## src/assert_macros.svh

```systemverilog
// assertion macros used by the zscore peak detector rtl
`ifndef ASSERT_MACROS_SVH
`define ASSERT_MACROS_SVH
`ifndef ASSERT_OFF
// property must hold at every clock edge outside reset
`define ZPD_ASSERT(lbl, clk, rstn, prop, msg) \
    lbl: assert property (@(posedge clk) disable iff (!rstn) prop) else $error(msg);
// expression must never be true outside reset
`define ZPD_NEVER(lbl, clk, rstn, expr, msg) \
    lbl: assert property (@(posedge clk) disable iff (!rstn) !(expr)) else $error(msg);
`else
`define ZPD_ASSERT(lbl, clk, rstn, prop, msg)
`define ZPD_NEVER(lbl, clk, rstn, expr, msg)
`endif
`endif

```

## src/zpd_pkg.sv

```systemverilog
// shared types and constants of the zscore peak detector
package zpd_pkg;

    localparam int SAMPLE_W = 16;
    localparam int VAL_W    = 24;
    localparam int MEAN_W   = 32;
    localparam int VAR_W    = 48;
    localparam int DIV_W    = 64;
    localparam int CFG_W    = 17;
    localparam int SIG_W    = 2;

    localparam logic [1:0] REG_WINDOW    = 2'd0;
    localparam logic [1:0] REG_THRESHOLD = 2'd1;
    localparam logic [1:0] REG_SMOOTHING = 2'd2;
    localparam logic [1:0] REG_PERIOD    = 2'd3;

    localparam logic [8:0]  WINDOW_RST    = 9'd32;
    localparam logic [11:0] THRESHOLD_RST = 12'd768;
    localparam logic [16:0] SMOOTHING_RST = 17'd32768;
    localparam logic [15:0] PERIOD_RST    = 16'd100;

    localparam logic [16:0] ALPHA_ONE  = 17'd65536;
    localparam logic [41:0] PEAK_ROUND = 42'd32768;

    localparam logic [SIG_W-1:0] SIG_NONE = 2'b00;
    localparam logic [SIG_W-1:0] SIG_POS  = 2'b01;
    localparam logic [SIG_W-1:0] SIG_NEG  = 2'b11;

    typedef enum logic [5:0] {
        S_CLEAR, S_IDLE, S_RD_OLD, S_TH2, S_TH2_CAP, S_VHI, S_VLO, S_CMP,
        S_PK1, S_PK2, S_WR, S_SUM_RD, S_SUM_ACC, S_MDIV, S_DIV_WAIT, S_MSET,
        S_VAR_RD, S_VAR_MUL, S_VAR_ACC, S_VDIV, S_VSET, S_DM, S_DMSET, S_MNEW,
        S_ADIV, S_AACC, S_BDIV, S_BACC, S_TDIV, S_TACC, S_DX, S_DHI, S_DLO,
        S_DDIV, S_DACC, S_ISET, S_DONE
    } state_t;

    typedef enum logic [4:0] {
        OP_NONE, OP_CLR, OP_START, OP_RD_OLD, OP_TH2, OP_TH2_CAP, OP_VHI,
        OP_VLO, OP_CMP, OP_PK1, OP_PK2, OP_WR, OP_SUM_RD, OP_SUM_ACC, OP_MSET,
        OP_VAR_MUL, OP_VAR_ACC, OP_VSET, OP_DMSET, OP_MNEW, OP_AACC, OP_BACC,
        OP_TACC, OP_DX, OP_DHI, OP_DLO, OP_DACC, OP_ISET, OP_FINISH
    } dp_op_t;

    typedef enum logic [2:0] {
        DIV_MEAN, DIV_VAR, DIV_DM, DIV_A, DIV_B, DIV_T, DIV_D
    } div_sel_t;

    typedef struct packed {
        dp_op_t   op;
        logic     div_start;
        div_sel_t div_sel;
    } dp_cmd_t;

    typedef struct packed {
        logic div_busy;
        logic div_done;
        logic period_zero;
        logic idx_last;
        logic clr_last;
    } dp_status_t;

endpackage

```

## src/zpd_ctrl.sv

```systemverilog
// controller: sequences the datapath through one transaction at a time
`include "assert_macros.svh"
module zpd_ctrl (
    input  logic                clk,
    input  logic                rst_n,
    input  logic                in_valid,
    output logic                in_ready,
    output logic                out_valid,
    input  logic                out_ready,
    input  zpd_pkg::dp_status_t st,
    output zpd_pkg::dp_cmd_t    cmd
);
    import zpd_pkg::*;

    state_t state_reg, state_next;
    state_t ret_reg, ret_next;
    logic   out_valid_reg, out_valid_next;
    logic   in_fire, out_free;

    assign in_fire  = in_valid && in_ready;
    assign out_free = !out_valid_reg || out_ready;

    always_comb
    begin
        state_next = state_reg;
        ret_next   = ret_reg;
        case (state_reg)
            S_CLEAR:    if (st.clr_last) state_next = S_IDLE;
            S_IDLE:     if (in_valid) state_next = S_RD_OLD;
            S_RD_OLD:   state_next = S_TH2;
            S_TH2:      state_next = S_TH2_CAP;
            S_TH2_CAP:  state_next = S_VHI;
            S_VHI:      state_next = S_VLO;
            S_VLO:      state_next = S_CMP;
            S_CMP:      state_next = S_PK1;
            S_PK1:      state_next = S_PK2;
            S_PK2:      state_next = S_WR;
            S_WR:       state_next = st.period_zero ? S_SUM_RD : S_DM;
            S_SUM_RD:   state_next = S_SUM_ACC;
            S_SUM_ACC:  state_next = st.idx_last ? S_MDIV : S_SUM_RD;
            S_MDIV:
            begin
                state_next = S_DIV_WAIT;
                ret_next   = S_MSET;
            end
            S_DIV_WAIT: if (st.div_done) state_next = ret_reg;
            S_MSET:     state_next = S_VAR_RD;
            S_VAR_RD:   state_next = S_VAR_MUL;
            S_VAR_MUL:  state_next = S_VAR_ACC;
            S_VAR_ACC:  state_next = st.idx_last ? S_VDIV : S_VAR_RD;
            S_VDIV:
            begin
                state_next = S_DIV_WAIT;
                ret_next   = S_VSET;
            end
            S_VSET:     state_next = S_DONE;
            S_DM:
            begin
                state_next = S_DIV_WAIT;
                ret_next   = S_DMSET;
            end
            S_DMSET:    state_next = S_MNEW;
            S_MNEW:     state_next = S_ADIV;
            S_ADIV:
            begin
                state_next = S_DIV_WAIT;
                ret_next   = S_AACC;
            end
            S_AACC:     state_next = S_BDIV;
            S_BDIV:
            begin
                state_next = S_DIV_WAIT;
                ret_next   = S_BACC;
            end
            S_BACC:     state_next = S_TDIV;
            S_TDIV:
            begin
                state_next = S_DIV_WAIT;
                ret_next   = S_TACC;
            end
            S_TACC:     state_next = S_DX;
            S_DX:       state_next = S_DHI;
            S_DHI:      state_next = S_DLO;
            S_DLO:      state_next = S_DDIV;
            S_DDIV:
            begin
                state_next = S_DIV_WAIT;
                ret_next   = S_DACC;
            end
            S_DACC:     state_next = S_ISET;
            S_ISET:     state_next = S_DONE;
            S_DONE:     if (out_free) state_next = S_IDLE;
            default:    state_next = S_IDLE;
        endcase
    end

    always_comb
    begin
        cmd.op        = OP_NONE;
        cmd.div_start = 1'b0;
        cmd.div_sel   = DIV_MEAN;
        in_ready      = 1'b0;
        case (state_reg)
            S_CLEAR: cmd.op = OP_CLR;
            S_IDLE:
            begin
                in_ready = 1'b1;
                if (in_valid)
                    cmd.op = OP_START;
            end
            S_RD_OLD:  cmd.op = OP_RD_OLD;
            S_TH2:     cmd.op = OP_TH2;
            S_TH2_CAP: cmd.op = OP_TH2_CAP;
            S_VHI:     cmd.op = OP_VHI;
            S_VLO:     cmd.op = OP_VLO;
            S_CMP:     cmd.op = OP_CMP;
            S_PK1:     cmd.op = OP_PK1;
            S_PK2:     cmd.op = OP_PK2;
            S_WR:      cmd.op = OP_WR;
            S_SUM_RD:  cmd.op = OP_SUM_RD;
            S_SUM_ACC: cmd.op = OP_SUM_ACC;
            S_MDIV:
            begin
                cmd.div_start = 1'b1;
                cmd.div_sel   = DIV_MEAN;
            end
            S_MSET:    cmd.op = OP_MSET;
            S_VAR_RD:  cmd.op = OP_SUM_RD;
            S_VAR_MUL: cmd.op = OP_VAR_MUL;
            S_VAR_ACC: cmd.op = OP_VAR_ACC;
            S_VDIV:
            begin
                cmd.div_start = 1'b1;
                cmd.div_sel   = DIV_VAR;
            end
            S_VSET:    cmd.op = OP_VSET;
            S_DM:
            begin
                cmd.div_start = 1'b1;
                cmd.div_sel   = DIV_DM;
            end
            S_DMSET:   cmd.op = OP_DMSET;
            S_MNEW:    cmd.op = OP_MNEW;
            S_ADIV:
            begin
                cmd.div_start = 1'b1;
                cmd.div_sel   = DIV_A;
            end
            S_AACC:    cmd.op = OP_AACC;
            S_BDIV:
            begin
                cmd.div_start = 1'b1;
                cmd.div_sel   = DIV_B;
            end
            S_BACC:    cmd.op = OP_BACC;
            S_TDIV:
            begin
                cmd.div_start = 1'b1;
                cmd.div_sel   = DIV_T;
            end
            S_TACC:    cmd.op = OP_TACC;
            S_DX:      cmd.op = OP_DX;
            S_DHI:     cmd.op = OP_DHI;
            S_DLO:     cmd.op = OP_DLO;
            S_DDIV:
            begin
                cmd.div_start = 1'b1;
                cmd.div_sel   = DIV_D;
            end
            S_DACC:    cmd.op = OP_DACC;
            S_ISET:    cmd.op = OP_ISET;
            S_DONE:    if (out_free) cmd.op = OP_FINISH;
            default:   cmd.op = OP_NONE;
        endcase
    end

    always_comb
    begin
        out_valid_next = out_valid_reg;
        if (out_valid_reg && out_ready)
            out_valid_next = 1'b0;
        if (state_reg == S_DONE && out_free)
            out_valid_next = 1'b1;
    end

    always_ff @(posedge clk or negedge rst_n)
    begin
        if (!rst_n)
        begin
            state_reg     <= S_CLEAR;
            ret_reg       <= S_IDLE;
            out_valid_reg <= 1'b0;
        end
        else
        begin
            state_reg     <= state_next;
            ret_reg       <= ret_next;
            out_valid_reg <= out_valid_next;
        end
    end

    assign out_valid = out_valid_reg;

    `ZPD_NEVER(a_div_restart, clk, rst_n, cmd.div_start && st.div_busy, "divider restarted while busy")
    `ZPD_ASSERT(a_accept_starts, clk, rst_n, in_fire |=> state_reg == S_RD_OLD, "accept did not start work")
    `ZPD_ASSERT(a_div_hold, clk, rst_n, (state_reg == S_DIV_WAIT && !st.div_done) |=> state_reg == S_DIV_WAIT, "left divider wait early")
    `ZPD_ASSERT(a_result_posted, clk, rst_n, (state_reg == S_DONE && out_free) |=> out_valid_reg, "result not posted")

endmodule

```

## config.mk

```make
export PLATFORM = sky130hd
export DESIGN_NAME = zpd_ctrl
export DESIGN_NICKNAME = d
export VERILOG_FILES = /design/src/zpd_pkg.sv /design/src/zpd_ctrl.sv
export VERILOG_INCLUDE_DIRS = /design/src /design/src/src
export SDC_FILE = /design/constraint.sdc
export NUM_CORES = 1
export LEC_CHECK = 0
export BUFFER_PORTS_ARGS = -buffer_cell sky130_fd_sc_hd__buf_4
export CAP_MARGIN = 20
export CORE_UTILIZATION = 50
export DETAILED_ROUTE_END_ITERATION = 7
export GPL_TIMING_DRIVEN = 0
export HOLD_SLACK_MARGIN = 0.08
export PLACE_DENSITY = 0.82
export RECOVER_POWER = 50
export SYNTH_ARGS = -nofsm -noshare
export SYNTH_HDL_FRONTEND = slang
export SYNTH_SLANG_ARGS = --single-unit
export TNS_END_PERCENT = 20
```

## constraint.sdc

```tcl
create_clock -name clk -period 5.7 [get_ports clk]
set_input_delay 1.425 -clock clk [delete_from_list [all_inputs] [get_ports clk]]
set_output_delay 1.425 -clock clk [all_outputs]
set_load 0.02 [all_outputs]
```

==> results by group, run 1 <==
Pwr
  • LEAKAGE: 0.716 nW
  • Sw Pwr: 0.000518 W
  • Reg power frac: 0.155
  • Logic pwr share: 0.784
  • Max VDD drop: 358 uV
  • Power Density: 570 nW/um2
  • Final Power: 0.000946 W
  • Switching Fraction: 0.547
  • Clock power share: 0.061
  • Internal Power: 0.000428 W

Timing
  • RSZ-0062 raised after global routing: no
  • Final clock skew: 0.00451 ns
  • Final worst-path setup slack: 1.67 ns
  • Worst slew margin: 0.547
  • Period utilisation layout: 0.707
  • Total Neg Setup Slack: 0 ns
  • Peak Freq: 0.248 GHz
  • Fin crit period: 4.03 ns
  • Setup violators final: 0
  • Slew @ Worst Pin: 0.679 ns
  • Slew Viols, Final: 0
  • Final Hold Violating Endpoints: 0

Cells and area
  • Nets: 237
  • Diode count: 0
  • Ratio of cells with drive above 1 in the final layout: 0.159
  • Fillcell total: 262
  • Storage element area: 327 um2
  • P&R area growth vs syn: 13.1%
  • Multi-input logic area: 988 um2
  • Final Instance Count excl. Fillers: 258
  • Final core occ: 0.602

GRT
  • Vias in the first global route: 1,661
  • Number of antenna violations at the first check in global routing: 0
  • Global-route wire length before repair: 8160 um
  • Pin count of the biggest net entering global routing: 14
  • GRT Residual Overflow: 0
  • Gr usage total: 0.331

Critical path
  • Kind of critical path: reg -> out
  • Max Fanout on Critical Path: 10
  • Startpoint type of the worst setup path: flop
  • Critical Path AT: 2.60 ns
  • CP Capture Type: output pin
  • CP required: 4.28 ns

Synth
  • Ys async rst share: 1.00
  • Area leader, netlist: dfrtp_1
  • Synth Flop Type: dfrtp_1
  • Yosys top cell area share: 0.205
  • Seq/Total Area, Yosys: 0.223
  • Syn nets: 214
  • Synth top area cells: dfrtp_1, a21oi_1, o21ai_0, nand2_1, nor2_1
  • Synth Register Bits: 13
  • Cell area after synthesis: 1470 um2
  • Post-synth EDFFs: 0
  • Yosys warnings: 0
  • Post-synth cell types: 56
  • Post-synthesis instance total: 205
  • Syn Area/Cell: 7.15 um2

Placement
  • Dpl hpwl: 3640 um
  • Count of input and output buffers: 18
  • GP Congestion: 0.996
  • Setup Slack @ Placement: 1.86 ns
  • Placed Cells: 254

Hold path
  • Tightest Hold Check Type: reg -> reg

Drt
  • Metal2 WL: 2220 um
  • Detailed router's first-iteration violation count: 217
  • Met3 wire len: 642 um
  • Vias per cell: 6.94
  • Detailed-router iteration count before antenna repair: 5
  • Vias: 1,790
  • WL/cell: 19.4 um
  • Top routing layer used: met4
  • Final wirelength: 5010 um
  • WL met1: 1990 um
  • Detail Route Antenna Nets: 0
  • Post-route DRC: 0

Clock network
  • # H-tree levels: 1
  • Hold buffer count at cts: 0
  • CTS root buf: clkbuf_4
  • CTS tree: yes
  • Post-CTS Setup Bufs: 0
  • Clk_lat worst skew: 0.28 ns
  • Post_cts resized: 0
  • Number of clock sinks: 13
  • CTS clk-pin slew, worst paths: 0.08 ns
  • Max clock buf depth: 2
  • CTS buffer count: 3

Floorplan
  • Initial Utilization: 0.532
  • Total core area: 2760 um2
  • Die footprint: 3150 um2
  • Die Ht: 56.2 um
  • Row cnt: 19
  • Die X: 56.2 um
  • Io pins: 20

Outcome
  • Run status: finished clean

Flow run
  • Max-Cap Viols: 0
## placed cells by master (no fill, tap or decap), types with 3 or more instances in the layout
cell type	instances
a211oi_1	3
a21o_1	4
a21oi_1	16
a22oi_1	5
a31oi_1	3
and2_1	3
and3_1	3
buf_1	3
buf_2	7
buf_4	16
buf_6	3
clkbuf_1	11
clkbuf_4	4
dfrtp_1	12
inv_1	8
nand2_1	17
nand2b_1	4
nand3_1	11
nand4_1	4
nor2_1	17
nor2b_1	7
nor3_1	3
nor4_1	3
o21ai_0	15
o22ai_1	3
## power groups by stage
| stage | sequential, W | clock [W] | combinational [W] |
|---|---|---|---|
| floorplan | 0.000143 | 0 | 0.000520 |
| global placement | 0.000146 | 0 | 0.000722 |
| detailed placement | 0.000148 | 0 | 0.000714 |
| CTS | 0.000147 | 0.0000590 | 0.000718 |
| global route | 0.000150 | 0.0000624 | 0.000796 |
| finish | 0.000147 | 0.0000578 | 0.000741 |
## metal layers
layer / vias up / GRT usage
met2: 157 / 0.505
li1: 812 / -
met4: 0 / 0.150
met5: - / 0
met3: 25 / 0.0581
met1: 796 / 0.457
## logic make-up (layout without fill, tap and decap cells)
kind of cell / count (synthesis) / count (layout) / share of synthesized area
multiplexers: 1 / 1 / 0.00683
buffers and inverters: 31 / 53 / 0.103
XOR/XNOR: 3 / 3 / 0.0179
flip-flops: 13 / 13 / 0.223
AND/OR/NAND/NOR: 83 / 83 / 0.296
AO/OA/AOI/OAI: 74 / 74 / 0.353
## worst max-delay path, cell delays in order (launching register included)
cell	delay [ns]
dfrtp_1	0.33
clkbuf_1	0.32
clkbuf_1	0.46
inv_1	0.22
and3_1	0.24
a21oi_1	0.12
o22ai_1	0.09
a221o_1	0.38
buf_4	0.16
## cells in the mapped netlist (all sizes together), types with 2 or more instances
| cell | instances |
|---|---|
| a211oi | 3 |
| o22ai | 3 |
| clkbuf | 6 |
| dfrtp | 12 |
| nor4bb | 2 |
| a22oi | 5 |
| nand3 | 11 |
| a22o | 2 |
| nand2 | 17 |
| o31ai | 2 |
| o221ai | 2 |
| xor2 | 2 |
| nor2 | 17 |
| or2 | 3 |
| nor2b | 7 |
| inv | 9 |
| and2 | 4 |
| buf | 16 |
| or4 | 2 |
| nor3 | 3 |
| nand4 | 4 |
| nor4 | 3 |
| and3 | 3 |
| a31oi | 3 |
| o41a | 2 |
| a21o | 4 |
| o2111ai | 2 |
| nand2b | 4 |
| o21ai | 15 |
| o22a | 2 |
| a21oi | 16 |
## path summary, 6_finish.rpt
| check | start | to | slack, ns | cells after the start |
|---|---|---|---|---|
| setup reg to reg | state_reg[1]$_DFFE_PN0P_ | state_reg[2]$_DFFE_PN0P_ | 3.34 | 7 |
| hold / removal | ret_reg[3]$_DFFE_PN0P_ | ret_reg[3]$_DFFE_PN0P_ | 0.51 | 1 |
| hold reg to reg | ret_reg[3]$_DFFE_PN0P_ | ret_reg[3]$_DFFE_PN0P_ | 0.51 | 1 |
| min in group asynchronous | rst_n | state_reg[0]$_DFFE_PN0P_ | 1.14 | 1 |
| setup / recovery | state_reg[1]$_DFFE_PN0P_ | cmd[7] | 1.67 | 8 |
| max in group asynchronous | rst_n | ret_reg[4]$_DFFE_PN0P_ | 4.12 | 1 |
## final cells by class
type / instances / area share
repair buffers: 18 / 0.0792
plain buffers: 22 / 0.0686
flip-flops and latches: 13 / 0.197
well taps: 31 / 0.0234
multi-input cells: 161 / 0.596
inverters: 9 / 0.0204
clock buffers: 4 / 0.0158
## through the flow
| stage | area, um2 | hold WS (ns) |
|---|---|---|
| floorplan | 1470 | 0.451 |
| global placement | 1640 | 0.464 |
| detailed placement | 1640 | 0.486 |
| CTS | 1670 | 0.509 |
| global route | 1660 | 0.529 |
| finish | 1660 | 0.506 |
Power figures use the tool's default switching activity.
==> run 2, diff against run 1 <==
--- a/config.mk
+++ b/config.mk
@@ -12,7 +12,7 @@
 export DETAILED_ROUTE_END_ITERATION = 7
 export GPL_TIMING_DRIVEN = 0
 export HOLD_SLACK_MARGIN = 0.08
-export PLACE_DENSITY = 0.82
+export PLACE_DENSITY = 0.85
 export RECOVER_POWER = 50
 export SYNTH_ARGS = -nofsm -noshare
 export SYNTH_HDL_FRONTEND = slang
==> constraint.sdc (replaced) <==
create_clock -name clk -period 3.25 [get_ports clk]
set_input_delay 0.8125 -clock clk [delete_from_list [all_inputs] [get_ports clk]]
set_output_delay 0.8125 -clock clk [all_outputs]
set_load 0.02 [all_outputs]
==> run 2 against run 1 <==
Compared with the run above: cell count unchanged; critical endpoint unchanged; largest power group unchanged; first-iteration DRC count down 0.46%; flip-flop and latch count stayed put; critical path type unchanged.
==> results by group, run 2 (synthesis results as in run 1) <==
Clock network
  • Clk_lat worst skew: 0.28 ns (about the same)
  • Post_cts resized: 0 (unchanged)
  • # H-tree levels: 1 (unchanged)
  • CTS root buf: clkbuf_4 (unchanged)
  • Hold buffer count at cts: 0 (unchanged)
  • CTS clk-pin slew, worst paths: 0.08 ns (about the same)
  • Post-CTS Setup Bufs: 0 (unchanged)
  • CTS buffer count: 3 (unchanged)
  • CTS tree: yes (unchanged)
  • Number of clock sinks: 13 (unchanged)
  • Max clock buf depth: 2 (unchanged)

Drt
  • Vias per cell: 6.87 (was 6.94)
  • Final wirelength: 5150 um (was 5010 um)
  • Detailed-router iteration count before antenna repair: 5 (unchanged)
  • WL/cell: 20.0 um (was 19.4 um)
  • Post-route DRC: 0 (unchanged)
  • Detail Route Antenna Nets: 0 (unchanged)
  • Vias: 1,772 (was 1,790)
  • Detailed router's first-iteration violation count: 216 (was 217)

GRT
  • Vias in the first global route: 1,642 (was 1,661)
  • Number of antenna violations at the first check in global routing: 0 (unchanged)
  • Gr usage total: 0.335 (was 0.331)
  • Pin count of the biggest net entering global routing: 14 (unchanged)
  • Global-route wire length before repair: 8180 um (was 8160 um)
  • GRT Residual Overflow: 0 (unchanged)

Critical path
  • Max Fanout on Critical Path: 10 (unchanged)
  • CP Capture Type: output pin (unchanged)
  • CP required: 2.44 ns (was 4.28 ns)
  • Startpoint type of the worst setup path: flop (unchanged)
  • Worst path max stage delay: 0.42 ns (was 0.46 ns)
  • Max stage delay cell, worst path: clkbuf_1 (unchanged)
  • Cell Chain, Critical Path: buf_2, buf_6, clkbuf_1, nor2_1, nand3_1, o21ai_0, a221o_1, buf_4 (was clkbuf_1, clkbuf_1, inv_1, and3_1, a21oi_1, o22ai_1, a221o_1, buf_4)
  • Kind of critical path: reg -> out (unchanged)
  • Critical Path AT: 2.36 ns (was 2.60 ns)

Floorplan
  • Die X: 56.2 um (unchanged)
  • Io pins: 20 (unchanged)
  • Row cnt: 19 (unchanged)
  • Die footprint: 3150 um2 (unchanged)
  • Total core area: 2760 um2 (unchanged)
  • Initial Utilization: 0.532 (unchanged)
  • Die Ht: 56.2 um (unchanged)

Timing
  • Fin crit period: 3.17 ns
  • Worst slew margin: 0.543 (was 0.547)
  • Final Hold Violating Endpoints: 0 (unchanged)
  • Setup violators final: 0 (unchanged)
  • Peak Freq: 0.315 GHz
  • Period utilisation layout: 0.977
  • Slew Viols, Final: 0 (unchanged)
  • Total Neg Setup Slack: 0 ns (unchanged)
  • RSZ-0062 raised after global routing: no (unchanged)
  • Slew @ Worst Pin: 0.685 ns (was 0.679 ns)
  • Final clock skew: 0.00348 ns (was 0.00451 ns)

Pwr
  • Max VDD drop: 756 uV (was 358 uV)
  • Power Density: 1000 nW/um2 (was 570 nW/um2)
  • LEAKAGE: 0.721 nW (was 0.716 nW)
  • Final Power: 0.00167 W (was 0.000946 W)

Cells and area
  • Multi-input logic area: 991 um2 (was 988 um2)
  • Ratio of cells with drive above 1 in the final layout: 0.172 (was 0.159)
  • Diode count: 0 (unchanged)
  • Fillcell total: 271 (was 262)
  • P&R area growth vs syn: 13.3% (was 13.1%)
  • Storage element area: 327 um2 (unchanged)
  • Most frequent cells in the layout: nand2_1, nor2_1, a21oi_1, buf_4, o21ai_0 (unchanged)
  • Nets: 237 (unchanged)

Hold path
  • Tightest Hold Check Type: reg -> reg (unchanged)

Placement
  • GP Congestion: 0.958 (was 0.996)
  • Count of input and output buffers: 18 (unchanged)
  • Dpl hpwl: 3750 um (was 3640 um)

Outcome
  • Run status: finished clean (unchanged)

Flow run
  • Max-Cap Viols: 0 (unchanged)
[run 2: power by group]
| part | switching [W] | internal, W | total, W |
|---|---|---|---|
| clock | 0.0000527 | 0.0000476 | 0.000100 |
| sequential | 0.0000305 | 0.000228 | 0.000258 |
| combinational | 0.000829 | 0.000481 | 0.00131 |
| total | 0.000912 | 0.000756 | 0.00167 |
[run 2: area by class of cell]
type	count	share of cell area
tap	31	0.0233
sequential	13	0.197
clock buffer	4	0.0158
inverter	9	0.0203
multi-input combinational	161	0.596
timing repair buffer	18	0.0768
buffer	22	0.0708
[run 2: per-layer routing]
| metal | vias to the layer above | track usage | routed length, um | part of all wire |
|---|---|---|---|---|
| li1 | 813 | - | - | - |
| met1 | 799 | 0.479 | 2060 | 0.40 |
| met2 | 139 | 0.490 | 2290 | 0.44 |
| met3 | 21 | 0.0558 | 624 | 0.12 |
| met5 | - | 0 | 0 | 0 |
| met4 | 0 | 0.157 | 174 | 0.034 |
[run 2: path summary, 6_finish.rpt]
| kind | start | endpoint | slack, ns | cells past startpoint |
|---|---|---|---|---|
| max | state_reg[3]$_DFFE_PN0P_ | cmd[7] | 0.08 | 8 |
| min | ret_reg[3]$_DFFE_PN0P_ | ret_reg[3]$_DFFE_PN0P_ | 0.49 | 1 |
| max reg2reg | state_reg[0]$_DFFE_PN0P_ | state_reg[4]$_DFFE_PN0P_ | 1.16 | 7 |
| min reg2reg | ret_reg[3]$_DFFE_PN0P_ | ret_reg[3]$_DFFE_PN0P_ | 0.49 | 1 |
| max in group asynchronous | rst_n | ret_reg[5]$_DFFE_PN0P_ | 2.27 | 1 |
| min in group asynchronous | rst_n | state_reg[1]$_DFFE_PN0P_ | 0.54 | 1 |
[run 2: critical path, delay by kind of cell (launching register included)]
kind | cells | cell delay (ns)
AND/OR/NAND/NOR | 2 | 0.32
flip-flops | 1 | 0.34
AO/OA/AOI/OAI | 2 | 0.52
buffers and inverters | 4 | 0.92
[run 2: metrics by stage]
stage	cells	setup WS (ns)	utilization	hold slack, ns	area, um2
floorplan	205	0.823	-	0.451	1470
global placement	254	0.472	0.595	0.468	1640
detailed placement	254	0.454	0.595	0.472	1640
CTS	258	0.137	0.604	0.363	1670
global route	258	0.0201	0.603	0.508	1660
finish	258	0.0754	0.603	0.494	1660
==> run 3, diff against run 2 <==
--- a/config.mk
+++ b/config.mk
@@ -6,13 +6,13 @@
 export SDC_FILE = /design/constraint.sdc
 export NUM_CORES = 1
 export LEC_CHECK = 0
-export BUFFER_PORTS_ARGS = -buffer_cell sky130_fd_sc_hd__buf_4
 export CAP_MARGIN = 20
 export CORE_UTILIZATION = 50
 export DETAILED_ROUTE_END_ITERATION = 7
+export DONT_BUFFER_PORTS = 1
 export GPL_TIMING_DRIVEN = 0
 export HOLD_SLACK_MARGIN = 0.08
-export PLACE_DENSITY = 0.85
+export PLACE_DENSITY = 0.79
 export RECOVER_POWER = 50
 export SYNTH_ARGS = -nofsm -noshare
 export SYNTH_HDL_FRONTEND = slang
==> constraint.sdc (replaced) <==
create_clock -name clk -period 2.6 [get_ports clk]
set_input_delay 0.65 -clock clk [delete_from_list [all_inputs] [get_ports clk]]
set_output_delay 0.65 -clock clk [all_outputs]
set_load 0.02 [all_outputs]
==> run 3 against run 2 <==
Compared with the run above: the flow now finishes with violations (DRC, setup timing); clock-buffer cell count unchanged; sequential share of layout area decreased by 1.1 points; utilization increased by 3.4 points; power increased by 38%; cell area increased by 5.6%; critical path depth decreased by 1; die area unchanged; cell count decreased by 5.0%; critical endpoint is now cmd[3]; register-to-register slack got worse by 0.58 ns; flip-flop and latch count unchanged; via count increased by 4.5%; first-iteration DRC count increased by 15%.
==> results by group, run 3 (synthesis results as in run 1) <==
Critical path
  • Worst path max stage delay: 0.41 ns (was 0.42 ns)
  • Reg2Reg Setup Slack: 0.58 ns (was 1.16 ns)
  • CP required: 1.95 ns (was 2.44 ns)
  • Top delay family on crit path: compound AO/OA/AOI/OAI gates (was buffers and inverters)
  • Kind of critical path: reg -> out (unchanged)
  • CP Capture Type: output pin (unchanged)
  • Cell Chain, Critical Path: buf_6, nor4bb_2, a32o_1, a41oi_2, and2_1, buf_2, inv_2 (was buf_2, buf_6, clkbuf_1, nor2_1, nand3_1, o21ai_0, a221o_1, buf_4)
  • Max Fanout on Critical Path: 6 (was 10)
  • Startpoint type of the worst setup path: flop (unchanged)
  • Critical Path AT: 1.95 ns (was 2.36 ns)
  • R2R depth: 7 (unchanged)
  • Worst path buffer plus inverter count: 3 (was 4)
  • Worst path depth: 7 (was 8)
  • Max stage delay cell, worst path: dfrtp_1 (was clkbuf_1)

Cells and area
  • Diode count: 0 (unchanged)
  • P&R area growth vs syn: 19.7% (was 13.3%)
  • Ratio of cells with drive above 1 in the final layout: 0.262 (was 0.172)
  • Nets: 224 (was 237)
  • Fillcell total: 234 (was 271)
  • Final Instance Count excl. Fillers: 245 (was 258)
  • Final instance area: 1760 um2 (was 1660 um2)
  • Most frequent cells in the layout: a21oi_1, nand2_1, nor2_1, o21ai_0, dfrtp_1 (was nand2_1, nor2_1, a21oi_1, buf_4, o21ai_0)
  • Most common cell after layout, fill and taps aside: a21oi_1

Placement
  • GP Congestion: 1.03 (was 0.958)
  • Placed Cells: 236 (was 254)
  • Placement-stage cell area: 1510 um2 (was 1640 um2)
  • Count of input and output buffers: 0 (was 18)
  • Dpl hpwl: 3650 um (was 3750 um)

GRT
  • Number of antenna violations at the first check in global routing: 0 (unchanged)
  • Pin count of the biggest net entering global routing: 13 (was 14)
  • Vias in the first global route: 1,643 (was 1,642)
  • Global-route wire length before repair: 8360 um (was 8180 um)
  • Gr usage total: 0.341 (was 0.335)
  • GRT Residual Overflow: 0 (unchanged)

Floorplan
  • Die X: 56.2 um (unchanged)
  • Io pins: 20 (unchanged)
  • Die footprint: 3150 um2 (unchanged)
  • Total core area: 2760 um2 (unchanged)
  • Row cnt: 19 (unchanged)
  • Die Ht: 56.2 um (unchanged)
  • Initial Utilization: 0.532 (unchanged)

Timing
  • Peak Freq: 0.384 GHz
  • Final Hold Violating Endpoints: 0 (unchanged)
  • Fin crit period: 2.60 ns
  • Slew Viols, Final: 0 (unchanged)
  • Setup violators final: 1 (was 0)
  • Worst slew margin: 0.574 (was 0.543)
  • Period utilisation layout: 1.00
  • Slew @ Worst Pin: 0.634 ns (was 0.685 ns)
  • RSZ-0062 raised after global routing: yes (was no)
  • Final clock skew: 0.00190 ns (was 0.00348 ns)
  • Final worst-path setup slack: -0.00323 ns (was 0.0754 ns)

Drt
  • WL/cell: 22.1 um (was 20.0 um)
  • Detail Route Antenna Nets: 0 (unchanged)
  • Post-route DRC: 10 (was 0)
  • Final wirelength: 5420 um (was 5150 um)
  • Vias per cell: 7.56 (was 6.87)
  • Detailed-router iteration count before antenna repair: 8 (was 5)
  • Detailed router's first-iteration violation count: 248 (was 216)
  • Vias: 1,852 (was 1,772)

Pwr
  • Max VDD drop: 852 uV (was 756 uV)
  • Switching Fraction: 0.545 (was 0.547)
  • Logic pwr share: 0.798 (was 0.785)
  • Power Density: 1310 nW/um2 (was 1000 nW/um2)
  • Clock power share: 0.056 (was 0.060)
  • Reg power frac: 0.146 (was 0.155)
  • Internal Power: 0.00105 W (was 0.000756 W)
  • Sw Pwr: 0.00125 W (was 0.000912 W)
  • LEAKAGE: 0.714 nW (was 0.721 nW)

Clock network
  • CTS buffer count: 3 (unchanged)
  • Max clock buf depth: 2 (unchanged)
  • CTS tree: yes (unchanged)
  • # H-tree levels: 1 (unchanged)
  • Clk_lat worst skew: 0.28 ns (about the same)
  • CTS clk-pin slew, worst paths: 0.08 ns (about the same)
  • Number of clock sinks: 13 (unchanged)
  • CTS root buf: clkbuf_4 (unchanged)

Outcome
  • Failing checks: DRC, setup timing
  • Run status: finished, violations left (was finished clean)

Flow run
  • Max-Cap Viols: 0 (unchanged)

Hold path
  • Tightest Hold Check Type: in -> async (was reg -> reg)
-- run 3: cell count changes in the layout (fill, tap and decap cells not counted), moves of 3 or more --
cell and change:
buf_2 -7, nor2_1 -3, buf_4 -8, nand2_2 +3, nor2b_4 +3, buf_6 +4
o21ai_0 -3, nor2_2 +3, nand2_1 -3, clkbuf_1 -7, clkbuf_4 +3
-- run 3: metrics by stage --
step / TNS (ns) / hold WS [ns] / total power [W] / setup WS [ns] / util
2_1_floorplan: 0 / 0.354 / 0.00146 / 0.336 / -
3_3_place_gp: -0.0653 / 0.355 / 0.00180 / -0.0365 / 0.546
3_5_place_dp: -0.00728 / 0.355 / 0.00178 / -0.00728 / 0.546
4_1_cts: -0.102 / 0.199 / 0.00197 / -0.0608 / 0.572
5_1_grt: -0.100 / 0.196 / 0.00241 / -0.0495 / 0.637
6_report: -0.00323 / 0.200 / 0.00230 / -0.00323 / 0.637
-- run 3: worst reg2reg max path, cell delays in order (launching register included) --
cell	delay, ns
dfrtp_1	0.36
clkbuf_4	0.19
buf_6	0.17
or3_1	0.41
a22oi_1	0.41
nand4_1	0.18
a21o_1	0.19
nand2_1	0.06
-- run 3: per-layer routing --
| layer | global-route usage | up-vias | share of wire |
|---|---|---|---|
| met3 | 0.0837 | 55 | 0.15 |
| met1 | 0.480 | 819 | 0.38 |
| met5 | 0 | - | 0 |
| met2 | 0.474 | 197 | 0.41 |
| met4 | 0.188 | 0 | 0.062 |
| li1 | - | 781 | - |
-- run 3: power groups by stage --
stage,Clock [W],Sequential [W],Combinational (W)
3_3_place_gp,0,0.000323,0.00148
6_report,0.000128,0.000336,0.00184
5_1_grt,0.000134,0.000342,0.00193
2_1_floorplan,0,0.000314,0.00114
3_5_place_dp,0,0.000327,0.00146
4_1_cts,0.000129,0.000323,0.00152
-- run 3: cell type report --
cell class / instances / area (um2) / share of cell area
Multi-Input combinational cell: 161 / 1110 / 0.632
Sequential cell: 13 / 327 / 0.186
Buffer: 21 / 173 / 0.0984
Timing Repair Buffer: 6 / 45.0 / 0.0257
Tap cell: 31 / 38.8 / 0.0221
Inverter: 9 / 37.5 / 0.0214
Clock buffer: 4 / 26.3 / 0.0150
-- run 3: final timing paths --
path | start | to
worst max-delay path | state_reg[1]$_DFFE_PN0P_ | cmd[3]
worst min-delay path | rst_n | ret_reg[0]$_DFFE_PN1P_
worst max register to register | state_reg[3]$_DFFE_PN0P_ | state_reg[5]$_DFFE_PN0P_
worst min register to register | ret_reg[3]$_DFFE_PN0P_ | ret_reg[3]$_DFFE_PN0P_
max in group asynchronous | rst_n | ret_reg[2]$_DFFE_PN0P_
min in group clk | ret_reg[3]$_DFFE_PN0P_ | ret_reg[3]$_DFFE_PN0P_
-- run 3: timing repair --
item,in CTS,in global routing
hold buffers,1,0
buffers inserted,0,4
hold endpoints to repair,12,0
gates cloned,0,1
endpoints found under the setup margin,8,9
pin swaps,3,5
gates resized for setup,15,50
